--- config.mk ---
export PLATFORM = sky130hd
export DESIGN_NAME = averaging_decimator_2x_4x_flat
export DESIGN_NICKNAME = d
export VERILOG_FILES = /design/src/rtl/adec_pkg.sv /design/src/rtl/adec_in_if.sv /design/src/rtl/adec_out_if.sv /design/src/rtl/adec_ram.sv /design/src/rtl/averaging_decimator_2x_4x.sv /design/src/flat_wrapper.sv
export SDC_FILE = /design/constraint.sdc
export NUM_CORES = 1
export LEC_CHECK = 0
export BUFFER_PORTS_ARGS = -buffer_cell sky130_fd_sc_hd__buf_2
export CAP_MARGIN = 20
export CORE_UTILIZATION = 45
export DETAILED_ROUTE_END_ITERATION = 12
export PLACE_DENSITY = 0.7
export SLEW_MARGIN = 5
export SYNTH_ARGS = -nofsm -noshare
export SYNTH_HDL_FRONTEND = slang
export SYNTH_SLANG_ARGS = --single-unit
--- constraint.sdc ---
create_clock -name clk -period 9.2 [get_ports clk]
set_input_delay 0.92 -clock clk [delete_from_list [all_inputs] [get_ports clk]]
set_output_delay 0.92 -clock clk [all_outputs]
set_load 0.03 [all_outputs]
--- src/rtl/adec_pkg.sv ---
// Shared types and constants for the averaging decimator.
`default_nettype none
package adec_pkg;

  localparam int SAMPLE_W  = 16;
  localparam int CHAN_W    = 3;
  localparam int SUM_W     = 18;
  localparam int RATE_W    = 20;
  localparam int COUNT_W   = 4;
  localparam int ADDR_W    = 4;
  localparam int DATA_W    = 32;

  localparam logic [1:0] REG_INPUT_RATE    = 2'd0;
  localparam logic [1:0] REG_OUTPUT_RATE   = 2'd1;
  localparam logic [1:0] REG_CHANNEL_COUNT = 2'd2;

  localparam logic [RATE_W-1:0]  INPUT_RATE_RESET    = 20'd48000;
  localparam logic [RATE_W-1:0]  OUTPUT_RATE_RESET   = 20'd48000;
  localparam logic [COUNT_W-1:0] CHANNEL_COUNT_RESET = 4'd2;

  typedef struct packed {
    logic signed [SAMPLE_W-1:0] sample;
    logic [CHAN_W-1:0]          channel;
    logic                       last;
  } out_item_t;

  typedef struct packed {
    logic signed [SAMPLE_W-1:0] sample;
    logic [CHAN_W-1:0]          channel;
    logic                       last;
    logic                       produce;
    logic                       write;
    logic                       load;
    logic                       shift2;
    logic                       pass;
  } stage_t;

endpackage
`default_nettype wire

--- src/rtl/adec_in_if.sv ---
// Input channel: one signed PCM sample per item.
`default_nettype none
interface adec_in_if;
  logic                                 valid;
  logic                                 ready;
  logic signed [adec_pkg::SAMPLE_W-1:0] sample_in;
  logic                                 buffer_end;

  modport source(output valid, sample_in, buffer_end, input ready);
  modport sink(input valid, sample_in, buffer_end, output ready);
endinterface
`default_nettype wire

--- src/rtl/adec_out_if.sv ---
// Output channel: one averaged or passed-through sample per item.
`default_nettype none
interface adec_out_if;
  logic                                 valid;
  logic                                 ready;
  logic signed [adec_pkg::SAMPLE_W-1:0] sample_out;
  logic [adec_pkg::CHAN_W-1:0]          channel_out;
  logic                                 last_out;

  modport source(output valid, sample_out, channel_out, last_out, input ready);
  modport sink(input valid, sample_out, channel_out, last_out, output ready);
endinterface
`default_nettype wire

--- src/rtl/adec_ram.sv ---
// Generic single-write, single-read RAM with registered read data.
`default_nettype none
module adec_ram #(
  parameter int WIDTH = 18,
  parameter int DEPTH = 8,
  localparam int AW = (DEPTH > 1) ? $clog2(DEPTH) : 1
) (
  input  wire logic                     clk,
  input  wire logic                     we,
  input  wire logic [AW-1:0]            waddr,
  input  wire logic [WIDTH-1:0]         wdata,
  input  wire logic [AW-1:0]            raddr,
  output      logic [WIDTH-1:0]         rdata
);
  logic [WIDTH-1:0] mem [DEPTH];

  always_ff @(posedge clk) begin
    if (we) begin
      mem[waddr] <= wdata;
    end
    rdata <= mem[raddr];
  end
endmodule
`default_nettype wire

--- src/rtl/averaging_decimator_2x_4x.sv ---
// Boxcar averaging decimator for interleaved 16-bit PCM, 2x or 4x.
//
// Usage:
//   sample_ch takes one sample per item, channels interleaved in order;
//   buffer_end marks the last sample of a buffer and drops a partial group.
//   result_ch gives one item per pass-through sample, or one per channel
//   at the final frame of a 2- or 4-frame group (sum shifted right, floor).
//   The APB port sets input_rate (0x0), output_rate (0x4), channel_count
//   (0x8); write it only while the stream is idle.
// Timing:
//   One item per cycle sustained while sample_ch.ready holds high. An
//   accepted item's sum RAM read lands in the s1 stage, and its result
//   is then held in the output queue. Back-to-back items on the same
//   channel forward the pending sum around the RAM write.
// Reset:
//   Registers return to 48000, 48000 and 2; position, phase and sum valid
//   bits clear, so no sum RAM clearing pass is needed.
// Stall:
//   A 4-entry output queue absorbs results; sample_ch.ready drops only when
//   the queue plus the result in flight would overflow it.
`default_nettype none
module averaging_decimator_2x_4x #(
  parameter int MAX_CHANNELS = 8
) (
  input  wire logic                          clk,
  input  wire logic                          rst,
  input  wire logic                          psel,
  input  wire logic                          penable,
  input  wire logic                          pwrite,
  input  wire logic [adec_pkg::ADDR_W-1:0]   paddr,
  input  wire logic [adec_pkg::DATA_W-1:0]   pwdata,
  output      logic [adec_pkg::DATA_W-1:0]   prdata,
  output      logic                          pready,
  adec_in_if.sink                            sample_ch,
  adec_out_if.source                         result_ch
);
  localparam int IDX_W    = (MAX_CHANNELS > 1) ? $clog2(MAX_CHANNELS) : 1;
  localparam int Q_DEPTH  = 4;
  localparam int Q_AW     = 2;
  localparam int Q_CW     = 3;
  localparam logic [5:0] MAX_CH = 6'(MAX_CHANNELS);

  logic [adec_pkg::RATE_W-1:0]  input_rate;
  logic [adec_pkg::RATE_W-1:0]  output_rate;
  logic [adec_pkg::COUNT_W-1:0] channel_count;

  assign pready = 1'b1;

  always_ff @(posedge clk) begin
    if (rst) begin
      input_rate    <= adec_pkg::INPUT_RATE_RESET;
      output_rate   <= adec_pkg::OUTPUT_RATE_RESET;
      channel_count <= adec_pkg::CHANNEL_COUNT_RESET;
    end else if (psel && penable && pwrite) begin
      unique case (paddr[3:2])
        adec_pkg::REG_INPUT_RATE:    input_rate    <= pwdata[adec_pkg::RATE_W-1:0];
        adec_pkg::REG_OUTPUT_RATE:   output_rate   <= pwdata[adec_pkg::RATE_W-1:0];
        adec_pkg::REG_CHANNEL_COUNT: channel_count <= pwdata[adec_pkg::COUNT_W-1:0];
        default: ;
      endcase
    end
  end

  always_comb begin
    unique case (paddr[3:2])
      adec_pkg::REG_INPUT_RATE:    prdata = 32'(input_rate);
      adec_pkg::REG_OUTPUT_RATE:   prdata = 32'(output_rate);
      adec_pkg::REG_CHANNEL_COUNT: prdata = 32'(channel_count);
      default:                     prdata = '0;
    endcase
  end

  // mode and channel count
  logic       mode_2x;
  logic       mode_4x;
  logic [5:0] chans;

  always_comb begin
    mode_2x = (output_rate != '0) && ({1'b0, input_rate} == {output_rate, 1'b0});
    mode_4x = (output_rate != '0) && ({2'b0, input_rate} == {output_rate, 2'b0});
    if (channel_count == '0) begin
      chans = 6'd1;
    end else if ({2'b0, channel_count} > MAX_CH) begin
      chans = MAX_CH;
    end else begin
      chans = {2'b0, channel_count};
    end
  end

  // stream state
  logic [2:0]              pos;
  logic [1:0]              phase;
  logic [MAX_CHANNELS-1:0] sum_valid;
  logic [2:0]              pos_next;
  logic [1:0]              phase_next;
  logic [MAX_CHANNELS-1:0] sum_valid_next;

  logic [Q_CW-1:0] q_count;
  logic            s1_valid;
  adec_pkg::stage_t s1;
  logic [IDX_W-1:0] s1_slot;

  logic             accept;
  logic [IDX_W-1:0] slot;
  logic             wrap;
  logic             final_frame;
  adec_pkg::stage_t s0;

  assign slot = IDX_W'(pos);
  assign sample_ch.ready = (q_count + Q_CW'(s1_valid && s1.produce)) < Q_CW'(Q_DEPTH);
  assign accept = sample_ch.valid && sample_ch.ready;

  always_comb begin
    wrap           = ({3'b0, pos} + 6'd1) >= chans;
    final_frame    = mode_4x ? (phase == 2'd3) : (phase != 2'd0);
    pos_next       = pos;
    phase_next     = phase;
    sum_valid_next = sum_valid;
    s0.sample      = sample_ch.sample_in;
    s0.channel     = pos;
    s0.pass        = !(mode_2x || mode_4x);
    s0.shift2      = mode_4x;
    s0.load        = (phase == 2'd0) || !sum_valid[slot];
    s0.write       = !s0.pass;
    s0.produce     = s0.pass || final_frame;
    s0.last        = s0.pass ? sample_ch.buffer_end : (sample_ch.buffer_end && wrap);
    if (accept) begin
      if (s0.pass) begin
        phase_next = 2'd0;
        pos_next   = (sample_ch.buffer_end || wrap) ? 3'd0 : pos + 3'd1;
      end else if (sample_ch.buffer_end) begin
        pos_next       = 3'd0;
        phase_next     = 2'd0;
        sum_valid_next = '0;
      end else begin
        sum_valid_next[slot] = 1'b1;
        if (wrap) begin
          pos_next   = 3'd0;
          phase_next = final_frame ? 2'd0 : phase + 2'd1;
        end else begin
          pos_next = pos + 3'd1;
        end
      end
    end
  end

  always_ff @(posedge clk) begin
    if (rst) begin
      pos       <= '0;
      phase     <= '0;
      sum_valid <= '0;
    end else begin
      pos       <= pos_next;
      phase     <= phase_next;
      sum_valid <= sum_valid_next;
    end
  end

  // sum RAM, read at accept, written back from s1 in the next cycle
  logic [adec_pkg::SUM_W-1:0]        ram_rdata;
  logic signed [adec_pkg::SUM_W-1:0] s1_base;
  logic signed [adec_pkg::SUM_W-1:0] s1_sum;
  logic                              fwd;
  logic signed [adec_pkg::SUM_W-1:0] fwd_data;

  adec_ram #(
    .WIDTH(adec_pkg::SUM_W),
    .DEPTH(MAX_CHANNELS)
  ) u_sums (
    .clk  (clk),
    .we   (s1_valid && s1.write),
    .waddr(s1_slot),
    .wdata(s1_sum),
    .raddr(slot),
    .rdata(ram_rdata)
  );

  always_comb begin
    if (s1.load) begin
      s1_base = '0;
    end else if (fwd) begin
      s1_base = fwd_data;
    end else begin
      s1_base = $signed(ram_rdata);
    end
    s1_sum = s1_base + {{(adec_pkg::SUM_W-adec_pkg::SAMPLE_W){s1.sample[15]}}, s1.sample};
  end

  always_ff @(posedge clk) begin
    if (rst) begin
      s1_valid <= 1'b0;
    end else begin
      s1_valid <= accept;
    end
  end

  always_ff @(posedge clk) begin
    if (accept) begin
      s1       <= s0;
      s1_slot  <= slot;
      fwd      <= s1_valid && s1.write && (s1_slot == slot);
      fwd_data <= s1_sum;
    end
  end

  // output queue
  adec_pkg::out_item_t q_mem [Q_DEPTH];
  adec_pkg::out_item_t q_in;
  logic [Q_AW-1:0]     q_wr;
  logic [Q_AW-1:0]     q_rd;
  logic                push;
  logic                pop;

  assign push = s1_valid && s1.produce;
  assign pop  = result_ch.valid && result_ch.ready;

  always_comb begin
    q_in.channel = s1.channel;
    q_in.last    = s1.last;
    if (s1.pass) begin
      q_in.sample = s1.sample;
    end else if (s1.shift2) begin
      q_in.sample = s1_sum[17:2];
    end else begin
      q_in.sample = s1_sum[16:1];
    end
  end

  always_ff @(posedge clk) begin
    if (push) begin
      q_mem[q_wr] <= q_in;
    end
  end

  always_ff @(posedge clk) begin
    if (rst) begin
      q_wr    <= '0;
      q_rd    <= '0;
      q_count <= '0;
    end else begin
      if (push) begin
        q_wr <= q_wr + Q_AW'(1);
      end
      if (pop) begin
        q_rd <= q_rd + Q_AW'(1);
      end
      q_count <= q_count + Q_CW'(push) - Q_CW'(pop);
    end
  end

  assign result_ch.valid       = q_count != '0;
  assign result_ch.sample_out  = q_mem[q_rd].sample;
  assign result_ch.channel_out = q_mem[q_rd].channel;
  assign result_ch.last_out    = q_mem[q_rd].last;
endmodule
`default_nettype wire
--- src/flat_wrapper.sv ---
// flat-port wrapper written by rule: the top's interface ports become plain ports
module averaging_decimator_2x_4x_flat 
#(
  parameter int MAX_CHANNELS = 8
)
  (clk, rst, psel, penable, pwrite, paddr, pwdata, prdata, pready, sample_ch_valid, sample_ch_sample_in, sample_ch_buffer_end, sample_ch_ready, result_ch_valid, result_ch_sample_out, result_ch_channel_out, result_ch_last_out, result_ch_ready);
  adec_in_if sample_ch_i ();
  adec_out_if result_ch_i ();
  input  wire logic clk;
  input  wire logic rst;
  input  wire logic psel;
  input  wire logic penable;
  input  wire logic pwrite;
  input  wire logic [adec_pkg::ADDR_W-1:0] paddr;
  input  wire logic [adec_pkg::DATA_W-1:0] pwdata;
  output      logic [adec_pkg::DATA_W-1:0] prdata;
  output      logic pready;
  input wire logic [$bits(sample_ch_i.valid)-1:0] sample_ch_valid;
  input wire logic [$bits(sample_ch_i.sample_in)-1:0] sample_ch_sample_in;
  input wire logic [$bits(sample_ch_i.buffer_end)-1:0] sample_ch_buffer_end;
  output wire logic [$bits(sample_ch_i.ready)-1:0] sample_ch_ready;
  output wire logic [$bits(result_ch_i.valid)-1:0] result_ch_valid;
  output wire logic [$bits(result_ch_i.sample_out)-1:0] result_ch_sample_out;
  output wire logic [$bits(result_ch_i.channel_out)-1:0] result_ch_channel_out;
  output wire logic [$bits(result_ch_i.last_out)-1:0] result_ch_last_out;
  input wire logic [$bits(result_ch_i.ready)-1:0] result_ch_ready;
  assign sample_ch_i.valid = sample_ch_valid;
  assign sample_ch_i.sample_in = sample_ch_sample_in;
  assign sample_ch_i.buffer_end = sample_ch_buffer_end;
  assign sample_ch_ready = sample_ch_i.ready;
  assign result_ch_valid = result_ch_i.valid;
  assign result_ch_sample_out = result_ch_i.sample_out;
  assign result_ch_channel_out = result_ch_i.channel_out;
  assign result_ch_last_out = result_ch_i.last_out;
  assign result_ch_i.ready = result_ch_ready;
  averaging_decimator_2x_4x #(.MAX_CHANNELS(MAX_CHANNELS)) u_core (.clk(clk), .rst(rst), .psel(psel), .penable(penable), .pwrite(pwrite), .paddr(paddr), .pwdata(pwdata), .prdata(prdata), .pready(pready), .sample_ch(sample_ch_i), .result_ch(result_ch_i));
endmodule
==> results.ini, run 1 <==
[timing]
min_period_over_period_pct = 48.2
skew_ns = 0.0229
timing.setup.tns_ns = 0
min_period_ns = 4.43
setup_ws_ns = 4.77
drv_slew = 0
finalSetupViolations = 0
rsz0062_at_grt = no
worst_slew_pin_slew_ns = 1.12
relSlewSlack_pct = 25.6
hold_violations = 0
fmax_ghz = 0.226
fin_hold_ws_ns = 0.461

[placed_design]
numPortBuffers = 87
globalplace.congestion = 0.934
place_ws_ns = 4.76
place_hpwl_um = 20700
dp_cells = 1641

[floorplan]
die_w_um = 185
io_pins = 115
core-area_sq_um = 32800
die_y_um = 185
initial_core_util_pct = 46.1
num_rows = 66
dieArea_sq_um = 34400

[detailed_routing]
routed_wl_um = 32800
vias = 9566
avgRoutedWirePerCell_um = 19.2
antenna_left = 0
drtIter0Drc = 932
routed_via_density = 5.60
dr.pass1.iters = 5
remaining_drc_errors = 0

[finish]
multi_input_area_sq_um = 5060
final_core_util_pct = 52.4
fill_cells = 2779
finalNetCount = 1332
n_antenna_cell = 0
ff_latch_area_sq_um = 9750
syn2layout_area_growth_pct = 13.5
fin_cells = 1709
drive_above_1_share_pct = 15.9

[clocking]
clockBufferDepth = 3
clkLatencyLatePin_ns = 0.52
cts-root-buf = clkbuf_16
clk_pin_slew_worst_paths_ns = 0.06
cts_tree = built
post_cts_resized = 0
clock-sinks = 353
cts_setup_buffers = 0
cts_buffers = 37
hold_buffers = 0
cts_max_level = 2

[critical_path]
critPathKind = reg2reg
path_max_fanout = 18
cp_slowest_cell = edfxtp_1
crit_chain = mux2i_1 > nor2_1 > ha_1 > fa_1 > a211o_1 > a211oi_1 > o21bai_1 > o21a_1 > o211ai_1 > o221a_2
startpoint_type = flip-flop
critPathRequiredTime_ns = 9.58
endpoint_kind = flip-flop
worst_ep_arrival_time_ns = 4.81
reg2reg_setup_slack_ns = 4.77
max_stage_delay_ns = 1.03

[synthesis]
synth_ff_type = edfxtp_1
synthCells = 1156
async_reset_ff_share_pct = 0
synth_most_common_cell = edfxtp_1
synth_area_leader_cell = edfxtp_1
yosysSeqAreaShare_pct = 64.4
synth-seq-cells = 353
syn_area_per_cell_sq_um = 13.1
ys_top_cells_by_area = edfxtp_1, dfxtp_1, a22oi_1
synth_area_sq_um = 15100
synth-edff-count = 268
synth_cell_type_count = 70
synth-warning-count = 0
yosysTopAreaCellShare_pct = 53.2
synthTopCellsByCount = edfxtp_1, nand2_1, dfxtp_1, nor2_1, a22oi_1

[power]
cellInternalPower_uw = 2790
p_sw_share_pct = 24.7
pwr_density_cell_nw_per_um2 = 216
p_leak_uw = 0.00621
peakVddDrop_mv = 0.123
seqPwrFrac_pct = 50.7
pwr-share-comb_pct = 11.7
clockPowerShare_pct = 37.7
p_sw_uw = 914

[grt]
grt_pass1_wl_um = 51000
antenna_found_initial = 0
track_usage_pct = 19.3
grt_pass1_vias = 9235
grt_remaining_overflow = 0
grt_max_degree = 57

[outcome]
status = completed

[hold_path]
min_path_type = reg2reg

[run]
cap_viol_max_count = 0

cells by family (layout without fill, tap and decap cells):
group | after synthesis | in the layout | share of synthesized area [%]
xor+xnor | 58 | 58 | 3.55
mux | 72 | 72 | 6.45
other cells | 2 | 13 | 0.0496
flops | 353 | 353 | 64.4
simple gates | 328 | 328 | 10.2
fa+ha+maj | 33 | 33 | 2.78
buf+inv | 95 | 195 | 2.69
compound gates | 215 | 215 | 9.88
path summary, 6_finish.rpt:
kind / startpoint / end / cells after the start
worst min-delay path: u_core.u_sums.mem[4][11] / u_core.u_sums.rdata[11] / 2
worst max register to register: u_core.fwd / u_core.q_mem[1][17] / 10
worst min register to register: u_core.u_sums.mem[4][11] / u_core.u_sums.rdata[11] / 2
worst max-delay path: u_core.fwd / u_core.q_mem[1][17] / 10
worst max-delay path: cells and delay by family, from the launching register on:
family / cells / cell delay [ns]
AOI/OAI and AO/OA: 6 / 2.23
DFF: 1 / 1.03
muxes: 1 / 0.29
and+or+nand+nor: 1 / 0.06
adders and majority gates: 2 / 0.69
metal layers:
layer / wire, um / up-vias / global-route usage [%]
li1: - / 4506 / -
met1: 14400 / 4696 / 25.9
met2: 15900 / 318 / 32.4
met3: 1810 / 46 / 2.79
met4: 618 / 0 / 5.62
met5: 0 / - / 0
cell usage in the layout, fill, tap and decap left out, types with 4 or more instances in the layout:
cell and instances:
inv_1 22, a41oi_1 8, nand4_1 22, a22oi_1 78, o211ai_1 8, clkbuf_1 15
nor3_1 6, xnor2_1 16, mux2i_1 50, buf_4 17, clkinv_1 4, o21a_1 6
and3_1 8, dfxtp_1 85, nor3_2 6, mux4_2 20, a21oi_1 48, buf_2 87
nor2_1 83, a211oi_1 6, or3_1 5, nand2b_1 7, nand3_1 24, nor3b_1 5
xor2_1 40, clkbuf_16 39, ha_1 32, nor4_1 10, a21o_1 5, nand2_1 123
nor2b_1 4, conb_1 13, o21ai_0 23, edfxtp_1 268
state kept, by name, summed over array words and instances, names as in the netlist, 2 cells and up, named ones only:
register,flops
u_core.channel_count,4
u_core.s1,21
u_core.s1_slot,3
u_core.q_mem,80
u_core.sum_valid,8
u_core.q_rd,2
u_core.u_sums.rdata,18
u_core.pos,3
u_core.output_rate,20
u_core.u_sums.mem,144
u_core.q_wr,2
u_core.input_rate,20
u_core.phase,2
u_core.q_count,3
u_core.fwd_data,18
per-stage QoR:
step	cell area [sq um]	power [uW]
after floorplan	15200	2210
after CTS	17100	3730
after global routing	17200	3840
final	17200	3710
after detailed placement	16000	2340
after global placement	16000	2330
power by group through the flow:
| stage | logic [uW] | registers (uW) | clock network (uW) |
|---|---|---|---|
| after floorplan | 331 | 1880 | 0 |
| after global placement | 422 | 1910 | 0 |
| after detailed placement | 430 | 1910 | 0 |
| after CTS | 432 | 1880 | 1420 |
| after global routing | 475 | 1890 | 1480 |
| final | 432 | 1880 | 1400 |
final cells by class:
type | instances | share of cell area (%)
Tap cell | 442 | 3.22
Sequential cell | 353 | 56.8
Clock buffer | 54 | 6.01
Clock inverter | 13 | 0.591
Timing Repair Buffer | 105 | 3.40
Inverter | 23 | 0.503
Multi-Input combinational cell | 719 | 29.5
Note: power is estimated with default switching activity, not from simulation.
==> run 2, diff against run 1 <==
--- a/config.mk
+++ b/config.mk
@@ -9,7 +9,7 @@
 export CAP_MARGIN = 20
 export CORE_UTILIZATION = 45
 export DETAILED_ROUTE_END_ITERATION = 12
-export PLACE_DENSITY = 0.7
+export PLACE_DENSITY = 0.72
 export SLEW_MARGIN = 5
 export SYNTH_ARGS = -nofsm -noshare
 export SYNTH_HDL_FRONTEND = slang
==> constraint.sdc (replaced) <==
create_clock -name clk -period 3.9 [get_ports clk]
set_input_delay 0.39 -clock clk [delete_from_list [all_inputs] [get_ports clk]]
set_output_delay 0.39 -clock clk [all_outputs]
set_load 0.03 [all_outputs]
==> results.ini, run 2 (synthesized netlist as in run 1, its figures left out) <==
[outcome]
status = completed

[timing]
finalSetupViolations = 0  ; unchanged
relSlewSlack_pct = 29.3  ; +3.7 points
drv_slew = 0  ; unchanged
min_period_over_period_pct = 90.9  ; +43 points
rsz0062_at_grt = no
fmax_ghz = 0.282  ; +25%
min_period_ns = 3.55  ; -0.886 ns
fin_hold_ws_ns = 0.0611  ; -0.400 ns
timing.setup.tns_ns = 0  ; unchanged
hold_violations = 0  ; unchanged
worst_slew_pin_slew_ns = 1.06  ; -0.0603 ns
skew_ns = 0.0192  ; -0.00368 ns

[finish]
drive_above_1_share_pct = 17.9  ; +2.1 points
largest_registers = u_core.u_sums.mem x144, u_core.q_mem x80, u_core.s1 x21
syn2layout_area_growth_pct = 14.9
mostFrequentLayoutCell = edfxtp_1
final_core_util_pct = 53.0  ; +0.66 points
largest_reg_flops = 144  ; unchanged
finalNetCount = 1345  ; +0.98%
top_register = u_core.u_sums.mem
mostFrequentLayoutCells = edfxtp_1, nand2_1, buf_2, dfxtp_1, nor2_1

[critical_path]
path_max_fanout = 10  ; -8
endpoint_kind = flip-flop
path_delay_family = simple AND/OR/NAND/NOR gates
critPathRequiredTime_ns = 4.25  ; -5.33 ns
max_stage_delay_ns = 0.64  ; -0.39 ns
crit_chain = buf_4 > buf_4 > mux2i_1 > nor2_1 > ha_1 > and3_1 > nand4b_1 > o21bai_1 > a211oi_1 > nor2_1 > a21o_1
critPathKind = reg2reg
cp_num_buf_inv = 2  ; +2
startpoint_type = flip-flop
cp_slowest_cell = nor2_1
worst_ep_arrival_time_ns = 3.89  ; -0.92 ns

[clocking]
clkLatencyLatePin_ns = 0.52  ; about the same
clockBufferDepth = 3  ; unchanged
cts_max_level = 2  ; unchanged
cts-root-buf = clkbuf_16
clk_pin_slew_worst_paths_ns = 0.06  ; about the same
clock-sinks = 353  ; unchanged
cts_buffers = 36  ; -2.7%
cts_tree = built

[power]
power_uw = 9040  ; +140%
p_leak_uw = 0.00634  ; +2.0%
pwr_density_cell_nw_per_um2 = 520  ; +140%
peakVddDrop_mv = 0.270  ; +120%

[detailed_routing]
antenna_left = 0  ; unchanged
vias = 9626  ; +0.63%
dr.pass1.iters = 5  ; unchanged
remaining_drc_errors = 0  ; unchanged
drtIter0Drc = 839  ; -10%
routed_wl_um = 32900  ; +0.24%
routed_via_density = 5.60  ; about the same
avgRoutedWirePerCell_um = 19.1  ; -0.40%

[grt]
track_usage_pct = 19.3  ; about the same
grt_pass1_vias = 9369  ; +1.5%
grt_remaining_overflow = 0  ; unchanged
antenna_found_initial = 1  ; +1
grt_max_degree = 47  ; -18%
grt_pass1_wl_um = 51100  ; +0.19%

[floorplan]
io_pins = 115  ; unchanged
initial_core_util_pct = 46.1  ; unchanged
die_y_um = 185  ; unchanged
core-area_sq_um = 32800  ; unchanged
dieArea_sq_um = 34400  ; unchanged
die_w_um = 185  ; unchanged
num_rows = 66  ; unchanged

[placed_design]
numPortBuffers = 87  ; unchanged
globalplace.congestion = 0.907  ; -3.0%
place_hpwl_um = 21100  ; +2.1%

[run]
cap_viol_max_count = 0  ; unchanged

[hold_path]
min_path_type = in2reg

[run 2: what timing repair did]
item | 4_1_cts | 5_1_grt
hold buffers | 0 | 0
resized for setup | 0 | 2
setup buffers | 0 | 0
endpoints found under the setup margin | 0 | 4
[run 2: stage by stage]
stage | instance area [sq um] | instances | worst slack [ns]
CTS | 17400 | 1719 | 0.294
finish | 17400 | 1720 | 0.355
detailed placement | 16100 | 1656 | 0.325
global route | 17400 | 1719 | 0.137
floorplan | 15200 | 1167 | 0.309
global placement | 16100 | 1656 | 0.421
[run 2: routing by layer]
| metal | vias up | global-route usage [%] | wire length (um) |
|---|---|---|---|
| li1 | 4536 | - | - |
| met1 | 4773 | 25.8 | 14200 |
| met2 | 269 | 32.4 | 16000 |
| met3 | 48 | 2.97 | 1980 |
| met4 | 0 | 5.52 | 651 |
| met5 | - | 0 | 0 |
[run 2: final cells by class]
| cell class | count | area [sq um] |
|---|---|---|
| Timing Repair Buffer | 119 | 676 |
| Clock buffer | 41 | 951 |
| Inverter | 23 | 86.3 |
| Multi-Input combinational cell | 719 | 5070 |
| Fill cell | 2706 | 15400 |
| Sequential cell | 353 | 9750 |
| Clock inverter | 22 | 293 |
| Antenna cell | 1 | 2.50 |
| Tap cell | 442 | 553 |
[run 2: path summary, 6_finish.rpt]
kind	from	end	slack, ns	depth (start not counted)
worst min register to register	u_core.u_sums.mem[4][12]	u_core.u_sums.rdata[12]	0.47	2
worst max register to register	u_core.fwd	u_core.q_mem[0][15]	0.35	11
worst min-delay path	sample_ch_sample_in[8]	u_core.s1[17]	0.06	1
worst max-delay path	u_core.fwd	u_core.q_mem[0][15]	0.35	11
[run 2: report_power, final]
| part | leakage, uW | switching, uW | internal (uW) |
|---|---|---|---|
| Combinational | 0.00260 | 667 | 379 |
| Clock | 0.000603 | 1420 | 2170 |
| Sequential | 0.00314 | 111 | 4300 |
| Total | 0.00634 | 2200 | 6840 |
==> run 3, diff against run 2 <==
--- a/config.mk
+++ b/config.mk
@@ -5,6 +5,7 @@
 export SDC_FILE = /design/constraint.sdc
 export NUM_CORES = 1
 export LEC_CHECK = 0
+export ABC_AREA = 1
 export BUFFER_PORTS_ARGS = -buffer_cell sky130_fd_sc_hd__buf_2
 export CAP_MARGIN = 20
 export CORE_UTILIZATION = 45
==> results.ini, run 3 <==
[timing]
setup_ws_ns = 0.426  ; +0.0716 ns
min_period_ns = 3.47  ; -0.0716 ns
relSlewSlack_pct = 24.3  ; -5.0 points
drv_slew = 0  ; unchanged
finalSetupViolations = 0  ; unchanged
min_period_over_period_pct = 89.1  ; -1.8 points
skew_ns = 0.0233  ; +0.00407 ns
hold_violations = 0  ; unchanged
worst_slew_pin_slew_ns = 1.13  ; +0.0756 ns
timing.setup.tns_ns = 0  ; unchanged
rsz0062_at_grt = no
fmax_ghz = 0.288  ; +2.1%

[critical_path]
endpoint_kind = flip-flop
startpoint_type = flip-flop
critPathRequiredTime_ns = 4.15  ; -0.10 ns
reg2reg_setup_slack_ns = 0.43  ; +0.07 ns
critPathKind = reg2reg
worst_ep_arrival_time_ns = 3.72  ; -0.17 ns
path_max_fanout = 19  ; +9

[synthesis]
synth-edff-count = 268  ; unchanged
synth_cell_type_count = 49  ; -30%
synth_most_common_cell = edfxtp_1
synth_area_leader_cell = edfxtp_1
synth-warning-count = 0  ; unchanged
synthCells = 1411  ; +22%
synthTopCellsByCount = edfxtp_1, nand2_1, nor2_1, o21ai_0, inv_1
synth_area_sq_um = 15200  ; +0.40%
synth-seq-cells = 353  ; unchanged
yosysSeqAreaShare_pct = 64.2  ; -0.25 points
ys_top_cells_by_area = edfxtp_1, dfxtp_1, nand2_1
async_reset_ff_share_pct = 0  ; unchanged
synth_ff_type = edfxtp_1
yosysTopAreaCellShare_pct = 53.0  ; -0.21 points
syn_area_per_cell_sq_um = 10.8  ; -18%

[detailed_routing]
routed_via_density = 5.38  ; -3.8%
remaining_drc_errors = 0  ; unchanged
avgRoutedWirePerCell_um = 17.6  ; -8.1%
dr.pass1.iters = 5  ; unchanged
vias = 10700  ; +11%
routed_wl_um = 34800  ; +5.8%
drtIter0Drc = 730  ; -13%
antenna_left = 0  ; unchanged

[power]
p_leak_uw = 0.00666  ; +5.2%
peakVddDrop_mv = 0.265  ; -2.1%
pwr_density_cell_nw_per_um2 = 524  ; +0.60%

[placed_design]
place_ws_ns = 0.511  ; +0.186 ns
globalplace.congestion = 0.947  ; +4.4%
place_hpwl_um = 22600  ; +7.1%
numPortBuffers = 87  ; unchanged
placed_cell_area_sq_um = 16200  ; +0.26%
dp_cells = 1914  ; +16%

[clocking]
clk_pin_slew_worst_paths_ns = 0.06  ; about the same
cts_max_level = 2  ; unchanged
cts-root-buf = clkbuf_16
clock-sinks = 353  ; unchanged
clkLatencyLatePin_ns = 0.52  ; about the same
post_cts_resized = 0  ; unchanged
cts_tree = built
cts_setup_buffers = 0  ; unchanged
hold_buffers = 0  ; unchanged
cts_buffers = 37  ; +2.8%
clockBufferDepth = 3  ; unchanged

[grt]
grt_max_degree = 45  ; -4.3%
grt_pass1_wl_um = 53900  ; +5.6%
track_usage_pct = 20.3  ; +1.0 points
antenna_found_initial = 0  ; -1
grt_remaining_overflow = 0  ; unchanged
grt_pass1_vias = 10100  ; +8.3%

[finish]
syn2layout_area_growth_pct = 14.5
mostFrequentLayoutCell = edfxtp_1
final_core_util_pct = 52.9  ; -0.091 points
top_register = u_core.u_sums.mem
largest_reg_flops = 144  ; unchanged
drive_above_1_share_pct = 14.4  ; -3.6 points
fin_cells = 1981  ; +15%
fin_area_sq_um = 17400  ; about the same
mostFrequentLayoutCells = edfxtp_1, nand2_1, nor2_1, o21ai_0, inv_1
largest_registers = u_core.u_sums.mem x144, u_core.q_mem x80, u_core.s1 x21
finalNetCount = 1606  ; +19%
n_antenna_cell = 0  ; -1

[run]
cap_viol_max_count = 0  ; unchanged

[hold_path]
min_path_type = in2reg

[floorplan]
num_rows = 66  ; unchanged
initial_core_util_pct = 46.2  ; +0.067 points
die_y_um = 186  ; +0.20%
dieArea_sq_um = 34500  ; +0.39%
io_pins = 115  ; unchanged
core-area_sq_um = 32900  ; +0.25%
die_w_um = 186  ; +0.20%

[outcome]
status = completed

run 3: final cells by class:
| type | count | area, sq um |
|---|---|---|
| clock buffer | 47 | 1030 |
| clock inverter | 18 | 160 |
| fill | 2874 | 15500 |
| inverter | 122 | 458 |
| multi-input combinational | 882 | 4710 |
| sequential | 353 | 9750 |
| tap | 442 | 553 |
| timing repair buffer | 117 | 741 |
run 3: worst max-delay path, stage by stage, from the launching register on:
cell	delay (ns)
edfxtp_1	0.59
inv_2	0.34
nor2_1	0.07
nor2_1	0.19
ha_1	0.27
nand3_1	0.08
nand3_1	0.15
nand2_1	0.10
nand2_1	0.09
nand2_1	0.10
nand2_1	0.13
nand2_1	0.11
nand3_1	0.08
nand2_1	0.33
nor2_1	0.10
o21ai_0	0.45
run 3: kinds of logic after synthesis:
family	after synthesis	share of synthesized area (%)
xor+xnor	17	0.980
buf+inv	187	5.36
simple gates	512	14.1
compound gates	307	12.5
other cells	2	0.0494
fa+ha+maj	33	2.77
flops	353	64.2
run 3: through the flow:
step	hold slack [ns]	total power, uW
global route	0.0362	9460
finish	0.0483	9110
floorplan	0.426	5330
CTS	0.0283	9150
detailed placement	0.446	5750
global placement	0.443	5710
run 3: routing by layer:
layer | track usage [%] | vias up | wire, um
li1 | - | 5158 | -
met1 | 26.5 | 5176 | 15400
met2 | 34.9 | 266 | 17000
met3 | 2.82 | 60 | 1510
met4 | 6.56 | 0 | 852
met5 | 0 | - | 0
run 3: worst paths after layout:
| check | startpoint | end | cells after the start |
|---|---|---|---|
| min reg2reg | u_core.u_sums.mem[1][12] | u_core.u_sums.rdata[12] | 2 |
| max reg2reg | u_core.fwd | u_core.q_mem[3][15] | 15 |
| min | sample_ch_sample_in[1] | u_core.s1[10] | 1 |
| max | u_core.fwd | u_core.q_mem[3][15] | 15 |
run 3: where the power goes:
part / leakage, uW / total (uW) / internal, uW / switching (uW)
clock network: 0.000582 / 3410 / 2010 / 1410
logic: 0.00294 / 1270 / 366 / 903
registers: 0.00314 / 4420 / 4310 / 112
